File: config.mk
export PLATFORM = sky130hd
export DESIGN_NAME = dimu_ctrl
export DESIGN_NICKNAME = d
export VERILOG_FILES = /design/src/dimu_pkg.sv /design/src/dimu_ctrl.sv
export SDC_FILE = /design/constraint.sdc
export NUM_CORES = 1
export LEC_CHECK = 0
export ABC_CLOCK_PERIOD_IN_PS = 3100
export BUFFER_PORTS_ARGS = -buffer_cell sky130_fd_sc_hd__buf_2
export CAP_MARGIN = 30
export CELL_PAD_IN_SITES_DETAIL_PLACEMENT = 2
export CELL_PAD_IN_SITES_GLOBAL_PLACEMENT = 2
export CORE_UTILIZATION = 25
export CTS_BUF_LIST = sky130_fd_sc_hd__clkbuf_16
export DETAILED_ROUTE_END_ITERATION = 16
export GPL_ROUTABILITY_DRIVEN = 1
export PLACE_DENSITY = 0.76
export SETUP_SLACK_MARGIN = 0.2
export SYNTH_ARGS = -nofsm -noshare
export SYNTH_HDL_FRONTEND = slang
export SYNTH_SLANG_ARGS = --single-unit
export TNS_END_PERCENT = 10
File: constraint.sdc
create_clock -name clock -period 3.1 [get_ports clock]
set_input_delay 0.62 -clock clock [delete_from_list [all_inputs] [get_ports clock]]
set_output_delay 0.62 -clock clock [all_outputs]
set_load 0.1 [all_outputs]
File: src/dimu_pkg.sv
// Shared types, constants and the per-job operation decoder for the dimuon
// two-track mass block. No dependencies.
package dimu_pkg;

   // Field widths.
   localparam int MOM_W  = 29;
   localparam int MASS_W = 22;
   localparam int OUT_W  = 32;
   localparam int CHG_W  = 2;
   localparam int SLOT_W = 2;
   localparam int CSR_IDX_W = 2;

   // Held momenta: three components for each of the four slots.
   localparam int N_HELD = 12;
   localparam int HELD_IDX_W = $clog2(N_HELD);

   // Result slots: eight energies, then the dimuon mass and nine four-body masses.
   localparam int N_VAL     = 18;
   localparam int JOB_W     = $clog2(N_VAL);
   localparam int N_ENERGY  = 8;
   localparam int DIMU_JOB  = 8;
   localparam int FIRST_E4  = 9;
   localparam int LAST_JOB  = N_VAL - 1;
   localparam int TERM_W    = 2;
   localparam int LAST_TERM = 3;

   // Square root: one result bit per cycle over a 64-bit radicand.
   localparam int RAD_W      = 64;
   localparam int ROOT_STEPS = RAD_W / 2;
   localparam int ROOT_CNT_W = $clog2(ROOT_STEPS);
   localparam int REM_W      = ROOT_STEPS + 2;

   // Datapath operand and product widths.
   localparam int SRC_W  = 33;
   localparam int OPND_W = 31;
   localparam int PROD_W = 2 * OPND_W;

   // Slot codes.
   localparam logic [SLOT_W-1:0] SLOT_TRACK1 = 2'd2;
   localparam logic [SLOT_W-1:0] SLOT_TRACK2 = 2'd3;

   // Register indexes and reset values.
   localparam logic [CSR_IDX_W-1:0] REG_MUON   = 2'd0;
   localparam logic [CSR_IDX_W-1:0] REG_PION   = 2'd1;
   localparam logic [CSR_IDX_W-1:0] REG_KAON   = 2'd2;
   localparam logic [CSR_IDX_W-1:0] REG_PROTON = 2'd3;
   localparam logic [MASS_W-1:0] MUON_MASS_RST   = 22'd105658;
   localparam logic [MASS_W-1:0] PION_MASS_RST   = 22'd139570;
   localparam logic [MASS_W-1:0] KAON_MASS_RST   = 22'd493677;
   localparam logic [MASS_W-1:0] PROTON_MASS_RST = 22'd938272;

   // Charge weight codes.
   localparam logic [CHG_W-1:0] WEIGHT_PLUS  = 2'b01;
   localparam logic [CHG_W-1:0] WEIGHT_MINUS = 2'b11;

   // Operand sources for the squaring pipeline.
   typedef enum logic [2:0] {
      SRC_MOM,
      SRC_MASS,
      SRC_DIMU,
      SRC_FULL,
      SRC_EMU,
      SRC_E4
   } src_type;

   typedef struct packed {
      logic                  sub;
      logic                  clr;
      src_type               src;
      logic [HELD_IDX_W-1:0] idx;
      logic [1:0]            hyp1;
      logic [1:0]            hyp2;
   } sq_op_type;

   typedef struct packed {
      logic             take;
      logic             sq_issue;
      sq_op_type        sq;
      logic             root_start;
      logic [JOB_W-1:0] dst;
      logic             load_rsp;
   } dp_cmd_type;

   typedef struct packed {
      logic busy;
      logic root_done;
   } dp_status_type;

   // Decode the squared term of a job. Jobs 0-7 are energies, job 8 the
   // dimuon mass, jobs 9-17 the four-body masses (track 1 outer hypothesis).
   function automatic sq_op_type job_op(input logic [JOB_W-1:0] job,
                                        input logic [TERM_W-1:0] term);
      sq_op_type             op;
      logic [1:0]            part;
      logic [1:0]            mass_idx;
      logic [3:0]            e4;
      logic [1:0]            h1;
      op       = '0;
      op.src   = SRC_MOM;
      op.clr   = (term == 2'd0);
      part     = 2'd0;
      mass_idx = 2'd0;
      e4       = 4'(job - JOB_W'(FIRST_E4));
      h1       = (e4 >= 4'd6) ? 2'd2 : ((e4 >= 4'd3) ? 2'd1 : 2'd0);
      if (job < JOB_W'(N_ENERGY)) begin
         if (job == 5'd0) begin
            part = 2'd0;
         end else if (job == 5'd1) begin
            part = 2'd1;
         end else if (job < 5'd5) begin
            part     = 2'd2;
            mass_idx = 2'(job - 5'd1);
         end else begin
            part     = 2'd3;
            mass_idx = 2'(job - 5'd4);
         end
         if (term == 2'(LAST_TERM)) begin
            op.src = SRC_MASS;
            op.idx = HELD_IDX_W'(mass_idx);
         end else begin
            op.src = SRC_MOM;
            op.idx = HELD_IDX_W'({2'b00, part} * 4'd3 + {2'b00, term});
         end
      end else if (job == JOB_W'(DIMU_JOB)) begin
         if (term == 2'd0) begin
            op.src = SRC_EMU;
         end else begin
            op.src = SRC_DIMU;
            op.sub = 1'b1;
            op.idx = HELD_IDX_W'(term - 2'd1);
         end
      end else begin
         op.hyp1 = h1;
         op.hyp2 = 2'(e4 - 4'd3 * {2'b00, h1});
         if (term == 2'd0) begin
            op.src = SRC_E4;
         end else begin
            op.src = SRC_FULL;
            op.sub = 1'b1;
            op.idx = HELD_IDX_W'(term - 2'd1);
         end
      end
      return op;
   endfunction

endpackage

File: src/dimu_ctrl.sv
// Controller of the dimuon mass block: accepts beats, steps through the
// eighteen square-root jobs and hands the result beat out. Uses dimu_pkg.
module dimu_ctrl
   import dimu_pkg::*;
(
   input  logic                clock,
   input  logic                reset,
   input  logic                req_valid,
   output logic                req_ready,
   input  logic [SLOT_W-1:0]   req_slot,
   output logic                rsp_valid,
   input  logic                rsp_ready,
   output dp_cmd_type          cmd,
   input  dp_status_type       status
);

   typedef enum logic [2:0] {
      ST_IDLE,
      ST_SQUARE,
      ST_DRAIN,
      ST_ROOT,
      ST_FINISH
   } state_type;

   state_type           state_ff;
   logic [JOB_W-1:0]    job_ff;
   logic [TERM_W-1:0]   term_ff;
   logic                rsp_valid_ff;
   logic                out_free;

   assign req_ready = (state_ff == ST_IDLE);
   assign rsp_valid = rsp_valid_ff;
   assign out_free  = !rsp_valid_ff || rsp_ready;

   // Commands to the datapath.
   always_comb begin
      cmd            = '0;
      cmd.sq         = job_op(job_ff, term_ff);
      cmd.dst        = job_ff;
      cmd.take       = req_valid && (state_ff == ST_IDLE);
      cmd.sq_issue   = (state_ff == ST_SQUARE);
      cmd.root_start = (state_ff == ST_DRAIN) && !status.busy;
      cmd.load_rsp   = (state_ff == ST_FINISH) && out_free;
   end

   // State, job counters and result valid.
   always_ff @(posedge clock) begin
      if (reset) begin
         state_ff     <= ST_IDLE;
         job_ff       <= '0;
         term_ff      <= '0;
         rsp_valid_ff <= 1'b0;
      end else begin
         // A new result beat replaces the one leaving in the same cycle.
         if ((state_ff == ST_FINISH) && out_free) begin
            rsp_valid_ff <= 1'b1;
         end else if (rsp_valid_ff && rsp_ready) begin
            rsp_valid_ff <= 1'b0;
         end
         unique case (state_ff)
            ST_IDLE: begin
               if (req_valid && (req_slot == SLOT_TRACK2)) begin
                  job_ff   <= '0;
                  term_ff  <= '0;
                  state_ff <= ST_SQUARE;
               end
            end
            ST_SQUARE: begin
               term_ff <= term_ff + TERM_W'(1);
               if (term_ff == TERM_W'(LAST_TERM)) begin
                  state_ff <= ST_DRAIN;
               end
            end
            ST_DRAIN: begin
               if (!status.busy) begin
                  state_ff <= ST_ROOT;
               end
            end
            ST_ROOT: begin
               if (status.root_done) begin
                  if (job_ff == JOB_W'(LAST_JOB)) begin
                     state_ff <= ST_FINISH;
                  end else begin
                     job_ff   <= job_ff + JOB_W'(1);
                     term_ff  <= '0;
                     state_ff <= ST_SQUARE;
                  end
               end
            end
            ST_FINISH: begin
               if (out_free) begin
                  state_ff <= ST_IDLE;
               end
            end
            default: state_ff <= ST_IDLE;
         endcase
      end
   end

endmodule

==> impl_metrics.xml <==
<?xml version="1.0" encoding="UTF-8"?>
<metrics>
  <group name="timing">
    <metric name="rsz0062_at_grt" unit="">true</metric>
    <metric name="final_period_minus_worst_setup_slack" unit="ps">3370</metric>
    <metric name="finalMaxSlewViolations" unit="">0</metric>
    <metric name="max_freq" unit="MHz">296</metric>
    <metric name="final_hold_viol_count" unit="">0</metric>
    <metric name="setup-violations-final" unit="">3</metric>
    <metric name="setup_tns" unit="ps">-518</metric>
    <metric name="max-slew-margin-rel" unit="%">54.4</metric>
    <metric name="holdWs" unit="ps">536</metric>
    <metric name="final_min_period_over_clock_period" unit="%">109</metric>
    <metric name="final_critical_path_setup_slack" unit="ps">-274</metric>
    <metric name="clock-skew-final" unit="ps">2.06</metric>
    <metric name="worst-slew-pin-transition" unit="ps">683</metric>
  </group>
  <group name="drt">
    <metric name="detail_route.first_pass.iterations" unit="">4</metric>
    <metric name="postRouteAntennaNets" unit="">0</metric>
    <metric name="via_per_inst" unit="">5.13</metric>
    <metric name="drc" unit="">0</metric>
    <metric name="totalWireLength" unit="um">3910</metric>
    <metric name="number_of_drc_markers_after_the_initial_detailed_route_iteration" unit="">16</metric>
    <metric name="vias" unit="">1184</metric>
    <metric name="wire_per_inst" unit="um">16.9</metric>
  </group>
  <group name="global_route">
    <metric name="largest_net_degree_at_the_start_of_global_routing" unit="">20</metric>
    <metric name="grt_pass1_vias" unit="">1292</metric>
    <metric name="grt_use_met1" unit="%">20.1</metric>
    <metric name="globalRouteTotalUtil" unit="%">19.0</metric>
    <metric name="met3_usage" unit="%">2.36</metric>
    <metric name="globalRoute.busiestLayer" unit="">met2</metric>
    <metric name="grt-ovfl-total" unit="">0</metric>
    <metric name="antenna_found_initial" unit="">0</metric>
    <metric name="grtUsageMet2" unit="%">39.5</metric>
    <metric name="grt_pass1_wl" unit="um">6360</metric>
  </group>
  <group name="floorplan">
    <metric name="row_count" unit="">23</metric>
    <metric name="dieWidth" unit="um">67.4</metric>
    <metric name="fp.coreArea" unit="um^2">4060</metric>
    <metric name="io_pins" unit="">32</metric>
    <metric name="dieArea" unit="um^2">4540</metric>
    <metric name="fp.dieH" unit="um">67.4</metric>
    <metric name="start_util" unit="%">26.4</metric>
  </group>
  <group name="setup_path">
    <metric name="critPathTopFamily" unit="">adder cells</metric>
    <metric name="cp.arrival" unit="ps">2750</metric>
    <metric name="worstPathRequired" unit="ps">2480</metric>
    <metric name="critical_path.startpoint_type" unit="">flip-flop</metric>
    <metric name="path_class" unit="">flip-flop to output pin</metric>
    <metric name="crit_path_max_incr_delay" unit="ps">420</metric>
    <metric name="worst_setup_path_end_kind" unit="">output pin</metric>
    <metric name="path_buf_inv" unit="">4</metric>
    <metric name="critical_path_peak_fanout" unit="">3</metric>
    <metric name="worstPathCellList" unit="">inv_2 -&gt; ha_4 -&gt; nor2_1 -&gt; or3_4 -&gt; inv_2 -&gt; fa_1 -&gt; inv_1 -&gt; ha_2 -&gt; fa_1 -&gt; and3_4 -&gt; buf_12</metric>
    <metric name="crit_slowest_cell" unit="">fa_1</metric>
  </group>
  <group name="logic_synthesis">
    <metric name="nets_in_the_synthesized_netlist" unit="">162</metric>
    <metric name="flip_flop_and_latch_count_after_synthesis" unit="">11</metric>
    <metric name="post_synth_most_frequent_cells" unit="">nor2_1 (15), nand2_1 (13), dfxtp_1 (11), ha_1 (11), inv_1 (10)</metric>
    <metric name="synth_seq_area_share" unit="%">20.6</metric>
    <metric name="netlist-cell-type-count" unit="">46</metric>
    <metric name="synth_ff_type" unit="">dfxtp_1</metric>
    <metric name="synth_top_cells_by_area" unit="">dfxtp_1 (21%), ha_1 (13%), nor2_1 (5.3%)</metric>
    <metric name="syn_inst" unit="">141</metric>
    <metric name="main_combinational_cell_family_by_area_after_synthesis" unit="">simple AND/OR/NAND/NOR gates</metric>
    <metric name="synth_compound_gate_area_share" unit="%">23.4</metric>
    <metric name="synth_xor_area_share" unit="%">2.46</metric>
    <metric name="synth-simple-area-share" unit="%">26.9</metric>
    <metric name="synthesis.area_per_instance" unit="um^2">7.59</metric>
    <metric name="yosysWarnings" unit="">0</metric>
    <metric name="synth-edff-count" unit="">0</metric>
    <metric name="async_reset_ff_share" unit="%">0</metric>
    <metric name="synth.mux.area_fraction" unit="%">0.936</metric>
    <metric name="synth_top_area_cell" unit="">dfxtp_1</metric>
    <metric name="post_synth_instance_area" unit="um^2">1070</metric>
    <metric name="most_numerous_cell_in_the_yosys_netlist" unit="">nor2_1</metric>
    <metric name="post_synth_fa_ha_maj_area_fraction" unit="%">16.6</metric>
    <metric name="netlist.area_leader.share" unit="%">20.6</metric>
  </group>
  <group name="placement">
    <metric name="postPlaceCellArea" unit="um^2">1430</metric>
    <metric name="dp_worst_setup_slack" unit="ps">-178</metric>
    <metric name="placed_cells" unit="">225</metric>
    <metric name="hpwlAfterDp" unit="um">3040</metric>
    <metric name="numPortBuffers" unit="">31</metric>
    <metric name="gp_routability_congestion" unit="">0.815</metric>
  </group>
  <group name="clock_network">
    <metric name="clkLatencyLatePin" unit="ps">240</metric>
    <metric name="cts-root-buf" unit="">clkbuf_16</metric>
    <metric name="cts_hold_buf" unit="">0</metric>
    <metric name="clk_path_buf_depth" unit="">2</metric>
    <metric name="cts-buffers-inserted" unit="">3</metric>
    <metric name="cts_num_sinks" unit="">11</metric>
    <metric name="clk_pin_slew" unit="ps">40</metric>
    <metric name="cts_max_level" unit="">1</metric>
    <metric name="clock_tree_from_tritoncts" unit="">built</metric>
  </group>
  <group name="status">
    <metric name="violated_checks" unit="">setup timing</metric>
    <metric name="run_status" unit="">complete, but fails checks</metric>
  </group>
  <group name="final_layout">
    <metric name="antenna-diode-count" unit="">0</metric>
    <metric name="layout-drive-gt1-share" unit="%">41.4</metric>
    <metric name="area_delta_synth_final" unit="%">49.2</metric>
    <metric name="final_area" unit="um^2">1600</metric>
    <metric name="postLayoutCoreUtil" unit="%">39.3</metric>
    <metric name="fin_nets" unit="">203</metric>
    <metric name="fillerInstances" unit="">459</metric>
    <metric name="layoutNonFillerInstCount" unit="">231</metric>
  </group>
  <group name="hold_path">
    <metric name="timing.hold.worst.class" unit="">flip-flop to flip-flop</metric>
  </group>
  <group name="pwr">
    <metric name="power_per_cell_area" unit="nW/um^2">287</metric>
    <metric name="peakVddDrop" unit="uV">266</metric>
    <metric name="leakage" unit="nW">0.752</metric>
    <metric name="total_power_of_the_final_layout" unit="uW">459</metric>
  </group>
  <group name="flow_run">
    <metric name="cap_viol_max_count" unit="">0</metric>
  </group>
</metrics>
-- sequential cells by signal, summed over array words and instances, names as in the netlist --
signal	flops
job_ff	5
rsp_valid	1
state_ff	3
term_ff	2
-- layer usage --
layer  share of wire [%]  vias up
met3                 3.1        4
met2                  56       27
met1                  40      573
met5                   0        -
met4                0.92        0
li1                    -      580
-- area by class of cell --
cell class	count	area (um^2)	share of cell area (%)
Multi-Input combinational cell	108	825	51.6
Timing Repair Buffer	46	352	22.0
Sequential cell	11	231	14.5
Clock buffer	3	75.1	4.70
Tap cell	50	62.6	3.92
Inverter	12	47.5	2.98
Clock inverter	1	3.75	0.235
-- cell usage in the layout, fill, tap and decap left out, types with 4 or more instances in the layout --
cell type,netlist,routed
inv_2,2,4
nand2_1,13,13
buf_12,0,5
buf_4,1,16
a21oi_1,6,6
nor2_1,15,13
nor3_1,5,4
ha_1,11,8
dfxtp_1,11,6
inv_1,10,8
buf_2,3,24
o21ai_1,4,4
-- cells by family (layout without fill, tap and decap cells) --
| family | Yosys count | count (layout) |
|---|---|---|
| multiplexers | 1 | 1 |
| AO/OA/AOI/OAI | 35 | 35 |
| buffers and inverters | 22 | 62 |
| AND/OR/NAND/NOR | 56 | 56 |
| adder cells (fa/ha/maj) | 13 | 13 |
| XOR/XNOR | 3 | 3 |
| flip-flops | 11 | 11 |
-- worst min-delay path: stages, from the launching register on --
cell,delay [ps]
dfxtp_1,330
o21ai_1,90
a21oi_1,70
-- power breakdown --
| part | switching (mW) | internal, mW | leakage, nW |
|---|---|---|---|
| Clock | 0.0698 | 0.170 | 0.0423 |
| Sequential | 0.00402 | 0.142 | 0.0920 |
| Combinational | 0.0559 | 0.0172 | 0.617 |
| Total | 0.130 | 0.329 | 0.752 |
-- path summary, 6_finish.rpt --
check / startpoint / end / slack [ps] / cells after the start
max: job_ff[1]$_SDFFE_PP0P_ / cmd[13] / -270 / 11
min: term_ff[1]$_SDFFE_PP0P_ / term_ff[1]$_SDFFE_PP0P_ / 540 / 2
max reg2reg: job_ff[1]$_SDFFE_PP0P_ / term_ff[0]$_SDFFE_PP0P_ / 1300 / 7
min reg2reg: term_ff[1]$_SDFFE_PP0P_ / term_ff[1]$_SDFFE_PP0P_ / 540 / 2
-- what timing repair did --
| item | CTS | global route |
|---|---|---|
| gates resized for setup | 17 | 3 |
| pin swaps | 4 | 2 |
| buffers inserted | 1 | 1 |
| setup endpoints to repair | 6 | 6 |
Note: power is estimated with default switching activity, not from simulation.
